==> src/rtl/qsps_pkg.sv <==
// ----------------------------------------------------------------------------
// qsps_pkg: shared types and helpers for the query string pair splitter
// Result record, queue entry layout, character constants and hex decode.
// ----------------------------------------------------------------------------
package qsps_pkg;

	// result kinds
	localparam logic [1:0] KIND_DATA    = 2'd0;
	localparam logic [1:0] KIND_RESTART = 2'd1;
	localparam logic [1:0] KIND_PAIR    = 2'd2;
	localparam logic [1:0] KIND_STRING  = 2'd3;

	// characters with a meaning of their own
	localparam logic [7:0] CH_PLUS  = 8'h2B;
	localparam logic [7:0] CH_PCT   = 8'h25;
	localparam logic [7:0] CH_EQ    = 8'h3D;
	localparam logic [7:0] CH_AMP   = 8'h26;
	localparam logic [7:0] CH_SPACE = 8'h20;

	localparam logic [15:0] MAX_PAIR_RESET = 16'd255;

	// results one request can cause, and queue depth
	localparam int MAX_RES     = 4;
	localparam int QUEUE_DEPTH = 4;

	typedef enum logic [1:0] {
		ESC_NONE = 2'd0,
		ESC_PCT  = 2'd1,
		ESC_HEX  = 2'd2
	} esc_t;

	typedef struct packed {
		logic [1:0] kind;
		logic [7:0] data;
		logic       role;
		logic       had_eq;
	} res_t;

	typedef res_t [MAX_RES-1:0] res_list_t;

	typedef struct packed {
		res_list_t  res;
		logic [2:0] cnt;
	} entry_t;

	function automatic res_t mk_res(logic [1:0] kind, logic [7:0] data, logic role,
			logic had_eq);
		res_t r;
		r.kind   = kind;
		r.data   = data;
		r.role   = role;
		r.had_eq = had_eq;
		return r;
	endfunction

	// loose hex digit: digits map to 0..9, letters fold to lower case, rest wraps
	function automatic logic [7:0] hex_val(logic [7:0] c);
		logic [7:0] l;
		l = c;
		if (c >= 8'h30 && c <= 8'h39) begin
			return c - 8'h30;
		end
		if (c >= 8'h41 && c <= 8'h5A) begin
			l = c + 8'h20;
		end
		return l - 8'h61 + 8'd10;
	endfunction

endpackage

==> src/rtl/qsps_char_if.sv <==
// ----------------------------------------------------------------------------
// qsps_char_if: raw character channel
// Valid/ready channel carrying one query string byte or the string end mark.
// ----------------------------------------------------------------------------
interface qsps_char_if;
	logic       valid;
	logic       ready;
	logic [7:0] in_byte;
	logic       in_end;

	modport source (output valid, output in_byte, output in_end, input ready);
	modport sink (input valid, input in_byte, input in_end, output ready);
endinterface

==> src/rtl/qsps_res_if.sv <==
// ----------------------------------------------------------------------------
// qsps_res_if: result channel
// Valid/ready channel carrying one decoded byte, restart, pair end or string end.
// ----------------------------------------------------------------------------
interface qsps_res_if;
	logic       valid;
	logic       ready;
	logic [1:0] kind;
	logic [7:0] out_byte;
	logic       out_role;
	logic       pair_had_equals;
	logic       last;

	modport source (output valid, output kind, output out_byte, output out_role,
		output pair_had_equals, output last, input ready);
	modport sink (input valid, input kind, input out_byte, input out_role,
		input pair_had_equals, input last, output ready);
endinterface

==> src/rtl/qsps_front.sv <==
// ----------------------------------------------------------------------------
// qsps_front: parser front end
// Tracks pair, segment and escape state and turns each request into a list
// of up to four results for the queue.
// ----------------------------------------------------------------------------
module qsps_front #(
	parameter int COUNT_WIDTH = 16
) (
	input  logic                clk,
	input  logic                arst_n,
	input  logic                cfg_we,
	input  logic [15:0]         cfg_wdata,
	qsps_char_if.sink           chars,
	input  logic                q_full,
	output logic                q_push,
	output qsps_pkg::entry_t    q_data
);
	import qsps_pkg::*;

	localparam int LW = (COUNT_WIDTH > 16) ? COUNT_WIDTH : 16;

	logic [15:0]            max_pair_q;
	logic                   pair_open_q;
	logic                   in_value_q;
	esc_t                   esc_q;
	logic [7:0]             first_hex_q;
	logic [COUNT_WIDTH-1:0] count_q;

	logic                   po, iv;
	esc_t                   ep;
	logic [7:0]             fh;
	logic [COUNT_WIDTH-1:0] sc;
	res_list_t              lst;
	logic [2:0]             n;

	logic [LW-1:0] cfg_ext, mask_ext, lim, sc_ext;
	logic          cut;
	logic          accept;
	logic [7:0]    hex_hi, hex_lo;

	// decode both escape digits
	assign hex_hi = hex_val(first_hex_q);
	assign hex_lo = hex_val(chars.in_byte);

	// effective limit: zero acts as one, saturate at the counter range
	always_comb begin
		cfg_ext  = LW'(max_pair_q);
		mask_ext = LW'({COUNT_WIDTH{1'b1}});
		lim      = (cfg_ext == '0) ? LW'(1) : cfg_ext;
		if (lim > mask_ext) begin
			lim = mask_ext;
		end
		sc_ext = LW'(count_q);
		cut    = pair_open_q && (sc_ext >= lim);
	end

	// classify the request and build its result list
	always_comb begin
		po  = pair_open_q;
		iv  = in_value_q;
		ep  = esc_q;
		fh  = first_hex_q;
		sc  = count_q;
		lst = '0;
		n   = '0;
		if (chars.in_end) begin
			if (po) begin
				if (ep != ESC_NONE) begin
					lst[n[1:0]] = mk_res(KIND_DATA, CH_PCT, iv, 1'b0);
					n = n + 3'd1;
				end
				if (ep == ESC_HEX) begin
					lst[n[1:0]] = mk_res(KIND_DATA, fh, iv, 1'b0);
					n = n + 3'd1;
				end
				lst[n[1:0]] = mk_res(KIND_PAIR, 8'h00, 1'b0, iv);
				n = n + 3'd1;
			end
			lst[n[1:0]] = mk_res(KIND_STRING, 8'h00, 1'b0, 1'b0);
			n  = n + 3'd1;
			po = 1'b0;
			iv = 1'b0;
			ep = ESC_NONE;
			fh = '0;
			sc = '0;
		end else begin
			// close a full pair before this byte
			if (cut) begin
				if (ep != ESC_NONE) begin
					lst[n[1:0]] = mk_res(KIND_DATA, CH_PCT, iv, 1'b0);
					n = n + 3'd1;
				end
				if (ep == ESC_HEX) begin
					lst[n[1:0]] = mk_res(KIND_DATA, fh, iv, 1'b0);
					n = n + 3'd1;
				end
				lst[n[1:0]] = mk_res(KIND_PAIR, 8'h00, 1'b0, iv);
				n  = n + 3'd1;
				po = 1'b0;
			end
			if (!po) begin
				po = 1'b1;
				iv = 1'b0;
				ep = ESC_NONE;
				sc = '0;
			end
			if (chars.in_byte == CH_AMP || chars.in_byte == CH_EQ) begin
				// segment end: emit a cut-short escape literally
				if (ep != ESC_NONE) begin
					lst[n[1:0]] = mk_res(KIND_DATA, CH_PCT, iv, 1'b0);
					n = n + 3'd1;
				end
				if (ep == ESC_HEX) begin
					lst[n[1:0]] = mk_res(KIND_DATA, fh, iv, 1'b0);
					n = n + 3'd1;
				end
				ep = ESC_NONE;
				if (chars.in_byte == CH_AMP) begin
					lst[n[1:0]] = mk_res(KIND_PAIR, 8'h00, 1'b0, iv);
					n  = n + 3'd1;
					po = 1'b0;
					iv = 1'b0;
					sc = '0;
				end else begin
					if (iv) begin
						lst[n[1:0]] = mk_res(KIND_RESTART, 8'h00, 1'b1, 1'b0);
						n = n + 3'd1;
					end
					iv = 1'b1;
					sc = sc + COUNT_WIDTH'(1);
				end
			end else begin
				sc = sc + COUNT_WIDTH'(1);
				case (ep)
					ESC_PCT: begin
						fh = chars.in_byte;
						ep = ESC_HEX;
					end
					ESC_HEX: begin
						lst[n[1:0]] = mk_res(KIND_DATA,
							{hex_hi[3:0], 4'h0} | hex_lo, iv, 1'b0);
						n  = n + 3'd1;
						ep = ESC_NONE;
					end
					default: begin
						if (chars.in_byte == CH_PCT) begin
							ep = ESC_PCT;
						end else if (chars.in_byte == CH_PLUS) begin
							lst[n[1:0]] = mk_res(KIND_DATA, CH_SPACE, iv, 1'b0);
							n = n + 3'd1;
						end else begin
							lst[n[1:0]] = mk_res(KIND_DATA, chars.in_byte, iv, 1'b0);
							n = n + 3'd1;
						end
					end
				endcase
			end
		end
	end

	assign chars.ready = !q_full;
	assign accept      = chars.valid && !q_full;
	assign q_push      = accept && (n != 3'd0);
	assign q_data.res  = lst;
	assign q_data.cnt  = n;

	// hold the limit register
	always_ff @(posedge clk or negedge arst_n) begin
		if (!arst_n) begin
			max_pair_q <= MAX_PAIR_RESET;
		end else if (cfg_we) begin
			max_pair_q <= cfg_wdata;
		end
	end

	// advance parser state on each accepted request
	always_ff @(posedge clk or negedge arst_n) begin
		if (!arst_n) begin
			pair_open_q <= 1'b0;
			in_value_q  <= 1'b0;
			esc_q       <= ESC_NONE;
			first_hex_q <= '0;
			count_q     <= '0;
		end else if (accept) begin
			pair_open_q <= po;
			in_value_q  <= iv;
			esc_q       <= ep;
			first_hex_q <= fh;
			count_q     <= sc;
		end
	end

endmodule

==> src/rtl/qsps_queue.sv <==
// ----------------------------------------------------------------------------
// qsps_queue: result list queue
// Small register FIFO between the front end and the output serializer.
// ----------------------------------------------------------------------------
module qsps_queue (
	input  logic             clk,
	input  logic             arst_n,
	input  logic             push,
	input  qsps_pkg::entry_t push_data,
	input  logic             pop,
	output logic             full,
	output logic             empty,
	output qsps_pkg::entry_t head
);
	import qsps_pkg::*;

	localparam int PW = $clog2(QUEUE_DEPTH);
	localparam int CW = $clog2(QUEUE_DEPTH + 1);

	entry_t        mem_q [QUEUE_DEPTH];
	logic [PW-1:0] wr_q, rd_q;
	logic [CW-1:0] cnt_q;

	assign full  = (cnt_q == CW'(QUEUE_DEPTH));
	assign empty = (cnt_q == '0);
	assign head  = mem_q[rd_q];

	// store pushed lists
	always_ff @(posedge clk) begin
		if (push) begin
			mem_q[wr_q] <= push_data;
		end
	end

	// advance pointers and fill count
	always_ff @(posedge clk or negedge arst_n) begin
		if (!arst_n) begin
			wr_q  <= '0;
			rd_q  <= '0;
			cnt_q <= '0;
		end else begin
			if (push) begin
				wr_q <= wr_q + PW'(1);
			end
			if (pop) begin
				rd_q <= rd_q + PW'(1);
			end
			if (push && !pop) begin
				cnt_q <= cnt_q + CW'(1);
			end else if (pop && !push) begin
				cnt_q <= cnt_q - CW'(1);
			end
		end
	end

endmodule

==> src/rtl/qsps_back.sv <==
// ----------------------------------------------------------------------------
// qsps_back: output serializer
// Walks the head list of the queue and presents its results one at a time.
// ----------------------------------------------------------------------------
module qsps_back (
	input  logic             clk,
	input  logic             arst_n,
	input  logic             q_empty,
	input  qsps_pkg::entry_t q_head,
	output logic             q_pop,
	qsps_res_if.source       results
);
	import qsps_pkg::*;

	logic [1:0] idx_q;
	logic       is_last;
	logic       take;
	res_t       cur;

	assign cur     = q_head.res[idx_q];
	assign is_last = ({1'b0, idx_q} + 3'd1) == q_head.cnt;
	assign take    = !q_empty && results.ready;
	assign q_pop   = take && is_last;

	// drive the current result
	assign results.valid           = !q_empty;
	assign results.kind            = cur.kind;
	assign results.out_byte        = cur.data;
	assign results.out_role        = cur.role;
	assign results.pair_had_equals = cur.had_eq;
	assign results.last            = is_last;

	// step through the list, rewind on the final result
	always_ff @(posedge clk or negedge arst_n) begin
		if (!arst_n) begin
			idx_q <= '0;
		end else if (take) begin
			idx_q <= is_last ? 2'd0 : idx_q + 2'd1;
		end
	end

endmodule

==> src/rtl/query_string_pair_splitter.sv <==
// A request's result list is pushed into the queue and offered once it reaches the head.
// The block takes one request per cycle while each causes at most one result and
// the receiver is ready; a request with several results is presented one result at a
// time, and a four-entry queue lets the front keep taking requests meanwhile.
// Reset: arst_n clears parser state and the queue, and sets the pair limit to 255.
// ----------------------------------------------------------------------------
// query_string_pair_splitter: query string pair splitter with percent decode
// Splits a byte stream into key/value pairs and decodes escapes on the fly.
// ----------------------------------------------------------------------------
module query_string_pair_splitter #(
	parameter int COUNT_WIDTH = 16
) (
	input  logic        clk,
	input  logic        arst_n,
	input  logic        cfg_we,
	input  logic [15:0] cfg_wdata,
	qsps_char_if.sink   chars,
	qsps_res_if.source  results
);
	import qsps_pkg::*;

	logic   q_full, q_empty, q_push, q_pop;
	entry_t q_in, q_head;

	qsps_front #(
		.COUNT_WIDTH(COUNT_WIDTH)
	) u_front (
		.clk      (clk),
		.arst_n   (arst_n),
		.cfg_we   (cfg_we),
		.cfg_wdata(cfg_wdata),
		.chars    (chars),
		.q_full   (q_full),
		.q_push   (q_push),
		.q_data   (q_in)
	);

	qsps_queue u_queue (
		.clk      (clk),
		.arst_n   (arst_n),
		.push     (q_push),
		.push_data(q_in),
		.pop      (q_pop),
		.full     (q_full),
		.empty    (q_empty),
		.head     (q_head)
	);

	qsps_back u_back (
		.clk    (clk),
		.arst_n (arst_n),
		.q_empty(q_empty),
		.q_head (q_head),
		.q_pop  (q_pop),
		.results(results)
	);

endmodule

==> src/flat_wrapper.sv <==
// flat-port wrapper written by rule: the top's interface ports become plain ports
module query_string_pair_splitter_flat import qsps_pkg::*;
#(
	parameter int COUNT_WIDTH = 16
)
  (clk, arst_n, cfg_we, cfg_wdata, chars_valid, chars_in_byte, chars_in_end, chars_ready, results_valid, results_kind, results_out_byte, results_out_role, results_pair_had_equals, results_last, results_ready);
  qsps_char_if chars_i ();
  qsps_res_if results_i ();
  input  logic clk;
  input  logic arst_n;
  input  logic cfg_we;
  input  logic [15:0] cfg_wdata;
  input wire logic [$bits(chars_i.valid)-1:0] chars_valid;
  input wire logic [$bits(chars_i.in_byte)-1:0] chars_in_byte;
  input wire logic [$bits(chars_i.in_end)-1:0] chars_in_end;
  output wire logic [$bits(chars_i.ready)-1:0] chars_ready;
  output wire logic [$bits(results_i.valid)-1:0] results_valid;
  output wire logic [$bits(results_i.kind)-1:0] results_kind;
  output wire logic [$bits(results_i.out_byte)-1:0] results_out_byte;
  output wire logic [$bits(results_i.out_role)-1:0] results_out_role;
  output wire logic [$bits(results_i.pair_had_equals)-1:0] results_pair_had_equals;
  output wire logic [$bits(results_i.last)-1:0] results_last;
  input wire logic [$bits(results_i.ready)-1:0] results_ready;
  assign chars_i.valid = chars_valid;
  assign chars_i.in_byte = chars_in_byte;
  assign chars_i.in_end = chars_in_end;
  assign chars_ready = chars_i.ready;
  assign results_valid = results_i.valid;
  assign results_kind = results_i.kind;
  assign results_out_byte = results_i.out_byte;
  assign results_out_role = results_i.out_role;
  assign results_pair_had_equals = results_i.pair_had_equals;
  assign results_last = results_i.last;
  assign results_i.ready = results_ready;
  query_string_pair_splitter #(.COUNT_WIDTH(COUNT_WIDTH)) u_core (.clk(clk), .arst_n(arst_n), .cfg_we(cfg_we), .cfg_wdata(cfg_wdata), .chars(chars_i), .results(results_i));
endmodule
==> config.mk <==
export PLATFORM = sky130hd
export DESIGN_NAME = query_string_pair_splitter_flat
export DESIGN_NICKNAME = d
export VERILOG_FILES = /design/src/rtl/qsps_pkg.sv /design/src/rtl/qsps_char_if.sv /design/src/rtl/qsps_res_if.sv /design/src/rtl/qsps_front.sv /design/src/rtl/qsps_queue.sv /design/src/rtl/qsps_back.sv /design/src/rtl/query_string_pair_splitter.sv /design/src/flat_wrapper.sv
export SDC_FILE = /design/constraint.sdc
export NUM_CORES = 1
export LEC_CHECK = 0
export BUFFER_PORTS_ARGS = -buffer_cell sky130_fd_sc_hd__buf_2
export CAP_MARGIN = 20
export CORE_MARGIN = 2
export CORE_UTILIZATION = 50
export CTS_CLUSTER_DIAMETER = 150
export DETAILED_ROUTE_END_ITERATION = 10
export MAX_ROUTING_LAYER = met4
export PLACE_DENSITY = 0.78
export SLEW_MARGIN = 20
export SYNTH_ARGS = -nofsm -noshare
export SYNTH_HDL_FRONTEND = slang
export SYNTH_SLANG_ARGS = --single-unit
==> constraint.sdc <==
create_clock -name clk -period 7 [get_ports clk]
set_input_delay 0.35 -clock clk [delete_from_list [all_inputs] [get_ports clk]]
set_output_delay 0.35 -clock clk [all_outputs]
set_load 0.01 [all_outputs]
==> reports/qor.json, run 1 <==
{
  "status": {"value": "completed"},
  "synthMostInstantiatedCell": {"value": "edfxtp_1"},
  "p_int": {"value": 3498, "unit": "uW"},
  "gp_routability_congestion": {"value": 0.9954},
  "route.vias.total": {"value": 9228},
  "clock_tree_from_tritoncts": {"value": "built"},
  "worst-slew-pin-transition": {"value": 989.0, "unit": "ps"},
  "initial_utilization": {"value": 0.5046},
  "fin_hold_ws": {"value": 13.88, "unit": "ps"},
  "layout_min_cycle_time": {"value": 6269, "unit": "ps"},
  "filler_cell_count": {"value": 2107},
  "cts.path.max_buffers": {"value": 3},
  "post_synth_num_cell_types": {"value": 83},
  "synth-main-ff-cell": {"value": "edfxtp_1"},
  "die_w": {"value": 168.2, "unit": "um"},
  "cts_sinks": {"value": 257},
  "netlist_instances": {"value": 1074},
  "avgSynthCellArea": {"value": 12.56, "unit": "um2"},
  "antenna_found_initial": {"value": 0},
  "worstHoldPathCells": {"value": 3},
  "synthesis.nets": {"value": 1162},
  "holdCritPathClass": {"value": "input port to register"},
  "floorplan.die_area": {"value": 28300, "unit": "um2"},
  "cp_max_fo": {"value": 10},
  "routed_wire_length_per_instance": {"value": 21.55, "unit": "um"},
  "ctsRootBufferMaster": {"value": "clkbuf_16"},
  "ant_nets": {"value": 0},
  "kind_of_end_point_of_the_critical_path": {"value": "register"},
  "report.final.hold_viol_count": {"value": 0},
  "switching_share": {"value": 0.2933},
  "grt_max_degree": {"value": 54},
  "dominant_cell_type_by_count_on_the_critical_path": {"value": "ha_1"},
  "clock_transition_at_the_register_clock_pins_on_the_worst_setup_and_hold_paths_after_cts": {"value": 60, "unit": "ps"},
  "power.density": {"value": 327.8, "unit": "nW/um2"},
  "skew": {"value": 14.14, "unit": "ps"},
  "worst_ir_drop_vdd": {"value": 0.1933, "unit": "mV"},
  "core": {"value": 26730, "unit": "um2"},
  "buffer_ports.inserted": {"value": 44},
  "critPathRequiredTime": {"value": 7470, "unit": "ps"},
  "timing.final.max_slew_violations": {"value": 0},
  "antenna_cell_count": {"value": 0},
  "netlist_area": {"value": 13490, "unit": "um2"},
  "place_hpwl": {"value": 21.19, "unit": "mm"},
  "grt_use_met1": {"value": 0.3073},
  "first_global_vias": {"value": 9081},
  "nNetsFinal": {"value": 1198},
  "finalSetupTns": {"value": 0, "unit": "ps"},
  "synthDominantAreaCellType": {"value": "edfxtp_1"},
  "register_area": {"value": 7467, "unit": "um2"},
  "numPlacedInstances": {"value": 1410},
  "synth_largest_type_area_fraction": {"value": 0.4543},
  "met3_track_utilization_from_global_routing": {"value": 0.02633},
  "yosys-top-cells-count": {"value": "edfxtp_1 (204), o21ai_0 (97), nand2_1 (96)"},
  "setup_repair_after_global_routing_missed_its_margin": {"value": "no"},
  "drt_first_pass_iters": {"value": 5},
  "worstPathArrival": {"value": 6740, "unit": "ps"},
  "synth.ff_latch_count": {"value": 257},
  "grt.met2_usage": {"value": 0.3879},
  "seqPwrFrac": {"value": 0.435},
  "vias_per_cell": {"value": 6.269},
  "stdcell_count": {"value": 1472},
  "number_of_buffers_inserted_during_clock_tree_synthesis": {"value": 27},
  "grt_overflow": {"value": 0},
  "gr-usage-all-layers": {"value": 0.2338},
  "ranking_of_synthesized_cells_by_area": {"value": "edfxtp_1 (45%), mux4_2 (11%), dfrtp_1 (8.4%)"},
  "setup.worst_path.class": {"value": "register to register"},
  "synth-edff-count": {"value": 204},
  "worst_skew_pair.late_latency": {"value": 560, "unit": "ps"},
  "htree_num_levels": {"value": 1},
  "worst_r2r_path_depth": {"value": 29},
  "layout-area-overhead-vs-synth": {"value": 11.96, "unit": "%"},
  "regToRegSetupSlack": {"value": 730, "unit": "ps"},
  "chipHeight": {"value": 168.2, "unit": "um"},
  "num_io_pins": {"value": 45},
  "fmaxAchievable": {"value": 159.5, "unit": "MHz"},
  "critical_path_cell_with_the_highest_stage_delay": {"value": "a2111oi_2"},
  "final_layout_size_suffix_gt1_frac": {"value": 0.1777},
  "slew-limit-headroom": {"value": 0.3367},
  "number_of_warning_messages_in_the_yosys_log": {"value": 0},
  "relative_contribution_of_the_clock_network_to_total_power": {"value": 0.291},
  "fin_total_pwr": {"value": 4950, "unit": "uW"},
  "drv_cap": {"value": 0},
  "drt_drc_violations_left": {"value": 0},
  "power.combinational.fraction": {"value": 0.275},
  "most_used_layer_global_route": {"value": "met2"},
  "drt_iter0_drc": {"value": 980},
  "finalWirelength": {"value": 31.72, "unit": "mm"},
  "placementRows": {"value": 60},
  "critical_path.startpoint_type": {"value": "register"},
  "timing.final.setup_violations": {"value": 0},
  "ys_async_sr_fraction": {"value": 0.2062},
  "cp_slowest_stage_delay": {"value": 400, "unit": "ps"},
  "synth.yosys.seq_area_share": {"value": 0.5533},
  "layout_worst_path_cycle_share": {"value": 0.8955},
  "grt_pass1_wl": {"value": 50.49, "unit": "mm"},
  "leak": {"value": 0.005606, "unit": "uW"},
  "multi_input_comb_area": {"value": 5580, "unit": "um2"},
  "power.net_switching": {"value": 1452, "unit": "uW"}
}
## power by group through the flow
stage	logic, uW	registers (uW)	clock network, uW
floorplan	1050	2060	0
global placement	1290	2200	0
detailed placement	1310	2220	0
CTS	1330	2200	1460
global route	1480	2190	1520
finish	1360	2150	1440
## through the flow
stage,worst slack (ps),area [um2],utilization
2_1_floorplan,185.5,13490,-
3_3_place_gp,970.8,14060,0.5261
3_5_place_dp,718.4,14060,0.5261
4_1_cts,688.3,15080,0.5642
5_1_grt,175.8,15100,0.5649
6_report,731.4,15100,0.5649
## sequential cells by signal (all words and copies together) (netlist names)
register	cells
u_core.u_front.in_value_q	1
u_core.u_queue.wr_q	2
u_core.u_front.pair_open_q	1
u_core.u_front.cfg_ext	16
u_core.u_queue.mem_q	204
u_core.u_front.count_q	16
u_core.u_queue.rd_q	2
u_core.u_queue.cnt_q	3
u_core.u_front.esc_q	2
u_core.u_front.first_hex_q	8
u_core.u_back.idx_q	2
## area by class of cell
cell class,instances,area share
clock inverter,9,0.007956
tap,341,0.02826
sequential,257,0.4946
inverter,54,0.01392
timing repair buffer,70,0.03348
multi-input combinational,700,0.3696
clock buffer,41,0.05221
## worst paths after layout
check,startpoint,endpoint
min in group asynchronous,arst_n,u_core.u_front.count_q[6]
worst max-delay path,u_core.u_front.cfg_ext[11],u_core.u_queue.cnt_q[2]
max in group asynchronous,arst_n,u_core.u_queue.rd_q[0]
worst min-delay path,cfg_wdata[12],u_core.u_front.cfg_ext[12]
worst max register to register,u_core.u_front.cfg_ext[11],u_core.u_queue.cnt_q[2]
worst min register to register,u_core.u_queue.cnt_q[2],u_core.u_queue.cnt_q[2]
## cell usage in the layout, fill, tap and decap left out, types with 9 or more instances in the layout
cell type / n
nor2_1: 55
buf_2: 44
nand3_1: 36
clkbuf_16: 27
nand2_1: 96
and3_1: 18
xnor2_1: 15
inv_1: 52
o21ai_0: 97
buf_4: 10
a31oi_1: 10
edfxtp_1: 204
a21o_1: 9
mux4_2: 63
nor3_1: 14
a21oi_1: 50
dlygate4sd3_1: 11
and2_1: 14
ha_1: 57
dfrtp_1: 43
## metal layers
layer	share of wire	wire length, um
met1	0.41	13060
met2	0.48	15370
met3	0.073	2331
met4	0.030	962
met5	0	0
## timing repair
item,in CTS,in global routing
setup endpoints to repair,0,0
hold buffers,11,0
resized for setup,0,0
hold endpoints to repair,55,0
buffers inserted,0,0
## cell families (layout without fill, tap and decap cells)
logic type,after synthesis,count (layout),synth area share
AOI/OAI and AO/OA,268,268,0.1296
xor gates and xnor gates,22,22,0.01568
other,2,2,0.0005569
adders and majority gates,58,58,0.05437
buffers and inverters,117,174,0.03368
and+or+nand+nor,282,282,0.1032
DFF,257,257,0.5533
muxes,68,68,0.1096
## worst max-delay path, delay by kind of cell, from the launching register on
family | cells | cell delay [ps]
buffers and inverters | 5 | 480
adder cells (fa/ha/maj) | 6 | 1750
AO/OA/AOI/OAI | 8 | 1730
AND/OR/NAND/NOR | 8 | 1500
XOR/XNOR | 2 | 340
flip-flops | 1 | 370
Power figures use the tool's default switching activity.
==> run 2: changes to the inputs <==
SYNTH_HIERARCHICAL = 1   (was default)
==> run 2 against run 1 <==
The flow now finishes with violations (negative hold slack). Critical endpoint is now u_core/u_queue/cnt_q[1]. Non-clock buffer count down 7. Global-route usage down 0.11 points. Largest cell class unchanged. Largest power group unchanged. Register-to-register slack worse by 290 ps. Design area down 2.1%. Via count down 2.4%. Worst hold slack worse by 40 ps. Clock-buffer cell count down 5. Core utilization down 1.5 points.
==> reports/qor.json, run 2 <==
{
  "netlist_instances": {"value": 1059},
  "drt_first_pass_iters": {"value": 5},
  "avgSynthCellArea": {"value": 12.87, "unit": "um2"},
  "first_global_vias": {"value": 8942},
  "antenna_found_initial": {"value": 0},
  "placementRows": {"value": 60},
  "setup.worst_path.class": {"value": "register to register"},
  "register_area": {"value": 7467, "unit": "um2"},
  "number_of_warning_messages_in_the_yosys_log": {"value": 6},
  "critPathRequiredTime": {"value": 7400, "unit": "ps"},
  "kind_of_end_point_of_the_critical_path": {"value": "register"},
  "setup_repair_after_global_routing_missed_its_margin": {"value": "no"},
  "synthesis.nets": {"value": 1145},
  "worstPathArrival": {"value": 6960, "unit": "ps"},
  "power.net_switching": {"value": 1482, "unit": "uW"},
  "vias_per_cell": {"value": 6.253},
  "placedInstanceArea": {"value": 14050, "unit": "um2"},
  "dominant_cell_type_by_count_on_the_critical_path": {"value": "ha_1"},
  "filler_cell_count": {"value": 2207},
  "fmaxAchievable": {"value": 152.5, "unit": "MHz"},
  "core": {"value": 26880, "unit": "um2"},
  "antenna_cell_count": {"value": 0},
  "drt_drc_violations_left": {"value": 0},
  "relative_contribution_of_the_clock_network_to_total_power": {"value": 0.243},
  "worst_r2r_path_depth": {"value": 25},
  "leak": {"value": 0.005372, "unit": "uW"},
  "worstReg2RegStart": {"value": "u_core/u_front/cfg_ext[9]"},
  "die_w": {"value": 169.1, "unit": "um"},
  "ctsRootBufferMaster": {"value": "clkbuf_16"},
  "floorplan.die_area": {"value": 28590, "unit": "um2"},
  "routed_wire_length_per_instance": {"value": 21.96, "unit": "um"},
  "clock_transition_at_the_register_clock_pins_on_the_worst_setup_and_hold_paths_after_cts": {"value": 60, "unit": "ps"},
  "power.combinational.fraction": {"value": 0.298},
  "finalSetupTns": {"value": 0, "unit": "ps"},
  "synth_largest_type_area_fraction": {"value": 0.4495},
  "report.final.hold_viol_count": {"value": 29},
  "seqPwrFrac": {"value": 0.459},
  "cts.path.max_buffers": {"value": 3},
  "cts_sinks": {"value": 257},
  "worst-slew-pin-transition": {"value": 927.6, "unit": "ps"},
  "post_synth_num_cell_types": {"value": 95},
  "netlist_area": {"value": 13630, "unit": "um2"},
  "grt_max_degree": {"value": 54},
  "number_of_buffers_inserted_during_clock_tree_synthesis": {"value": 25},
  "num_io_pins": {"value": 45},
  "violations": {"value": "negative hold slack"},
  "grt_pass1_wl": {"value": 50.31, "unit": "mm"},
  "mostFrequentLayoutCell": {"value": "edfxtp_1"},
  "skew": {"value": 12.74, "unit": "ps"},
  "layout_min_cycle_time": {"value": 6559, "unit": "ps"},
  "cp_slowest_stage_delay": {"value": 430, "unit": "ps"},
  "worst_ir_drop_vdd": {"value": 0.1849, "unit": "mV"},
  "initial_utilization": {"value": 0.5071},
  "cp_max_fo": {"value": 9},
  "layout_worst_path_cycle_share": {"value": 0.9371},
  "htree_num_levels": {"value": 1},
  "drv_cap": {"value": 0},
  "p_int": {"value": 3426, "unit": "uW"},
  "worst_skew_pair.late_latency": {"value": 510, "unit": "ps"},
  "ant_nets": {"value": 0},
  "slew-limit-headroom": {"value": 0.3763},
  "finalWirelength": {"value": 31.64, "unit": "mm"},
  "critical_path_cell_with_the_highest_stage_delay": {"value": "nor4_1"},
  "layout-area-overhead-vs-synth": {"value": 8.482, "unit": "%"},
  "chipHeight": {"value": 169.1, "unit": "um"},
  "top_register": {"value": "u_core/u_queue/mem_q"},
  "drt_iter0_drc": {"value": 1039},
  "r2r-end": {"value": "u_core/u_queue/cnt_q[1]"},
  "synth.yosys.seq_area_share": {"value": 0.5475},
  "final_design_area_no_fill": {"value": 14790, "unit": "um2"},
  "worstSetupEndpoint": {"value": "u_core/u_queue/cnt_q[1]"},
  "gr-usage-all-layers": {"value": 0.2327},
  "synth-edff-count": {"value": 204},
  "holdCritPathClass": {"value": "input port to asynchronous set/reset pin"},
  "synthMostInstantiatedCell": {"value": "edfxtp_1"},
  "status": {"value": "finished with violations"},
  "final_layout_size_suffix_gt1_frac": {"value": 0.1818},
  "power.density": {"value": 331.9, "unit": "nW/um2"},
  "synthDominantAreaCellType": {"value": "edfxtp_1"},
  "fin_hold_ws": {"value": -25.78, "unit": "ps"},
  "largest_reg_flops": {"value": 204},
  "crit_path_start": {"value": "u_core/u_front/cfg_ext[9]"},
  "regToRegSetupSlack": {"value": 440, "unit": "ps"},
  "timing.final.setup_violations": {"value": 0},
  "leading_cell_types_in_the_layout_fill_and_taps_excluded": {"value": "edfxtp_1 (204), nand2_1 (88), o21ai_0 (74)"},
  "route.vias.total": {"value": 9010},
  "buffer_ports.inserted": {"value": 44},
  "place_hpwl": {"value": 21.47, "unit": "mm"},
  "synth.ff_latch_count": {"value": 257},
  "switching_share": {"value": 0.3020},
  "clock_tree_from_tritoncts": {"value": "built"},
  "gp_routability_congestion": {"value": 0.9462},
  "timing.final.max_slew_violations": {"value": 0},
  "ranking_of_synthesized_cells_by_area": {"value": "edfxtp_1 (45%), mux4_2 (9.3%), dfrtp_1 (8.3%)"},
  "fin_total_pwr": {"value": 4908, "unit": "uW"},
  "grt_overflow": {"value": 0},
  "nNetsFinal": {"value": 1170},
  "synth-main-ff-cell": {"value": "edfxtp_1"},
  "multi_input_comb_area": {"value": 5624, "unit": "um2"},
  "ys_async_sr_fraction": {"value": 0.2062},
  "critical_path.startpoint_type": {"value": "register"},
  "yosys-top-cells-count": {"value": "edfxtp_1 (204), nand2_1 (88), o21ai_0 (74)"}
}
==> run 2: cells by family after synthesis <==
kind of cell,after synthesis,synth area share
compound gates,262,0.1287
xor+xnor,22,0.01469
fa+ha+maj,56,0.05196
buf+inv,115,0.04159
flops,257,0.5475
mux,71,0.1124
other cells,2,0.0005510
simple gates,274,0.1026
==> run 2: worst min path at each step <==
stage                                from                         end  cells after the start
2_1_floorplan                      arst_n      u_core/u_back/idx_q[0]                      0
3_3_place_gp   u_core/u_front/count_q[15]  u_core/u_front/count_q[15]                      1
3_5_place_dp   u_core/u_front/count_q[15]  u_core/u_front/count_q[15]                      1
4_1_cts                            arst_n  u_core/u_front/count_q[12]                      2
5_1_grt                      cfg_wdata[9]   u_core/u_front/cfg_ext[9]                      3
6_report                           arst_n  u_core/u_front/cfg_ext[15]                      2
==> run 2: final cells by class <==
type | instances | area share
timing repair buffer | 63 | 0.02454
clock inverter | 7 | 0.002454
inverter | 50 | 0.01269
multi-input combinational | 687 | 0.3804
clock buffer | 36 | 0.04604
tap | 341 | 0.02886
sequential | 257 | 0.5050
==> run 2: timing repair <==
| action | in CTS | in global routing |
|---|---|---|
| gates resized for setup | 0 | 3 |
| setup endpoints to repair | 0 | 206 |
| hold buffers | 0 | 0 |
| buffers inserted | 0 | 0 |
==> run 2: layer usage <==
| layer | wire length, um | GRT usage | vias to the layer above |
|---|---|---|---|
| met5 | 0 | - | - |
| met4 | 659 | 0.05871 | 0 |
| met3 | 2434 | 0.03811 | 49 |
| met2 | 14760 | 0.3599 | 354 |
| met1 | 13790 | 0.3257 | 4470 |
| li1 | - | - | 4137 |
==> run 2: power by group through the flow <==
stage	logic (uW)	registers, uW	clock network [uW]
2_1_floorplan	1230	2160	0
3_3_place_gp	1450	2260	0
3_5_place_dp	1480	2280	0
4_1_cts	1490	2260	1220
5_1_grt	1580	2290	1280
6_report	1460	2250	1190
==> run 2: through the flow <==
step	cells	util	worst slack [ps]
6_report	1441	0.5501	440.5
5_1_grt	1441	0.5501	84.75
4_1_cts	1441	0.5494	119.8
3_5_place_dp	1398	0.5228	147.2
3_3_place_gp	1398	0.5228	503.2
2_1_floorplan	1059	-	468.6
==> run 2: worst max-delay path: cells and delay by family, from the launching register on <==
family,cells,cell delay (ps)
buf+inv,3,280
compound gates,9,2440
flops,1,390
simple gates,5,1000
fa+ha+maj,6,1750
mux,2,570
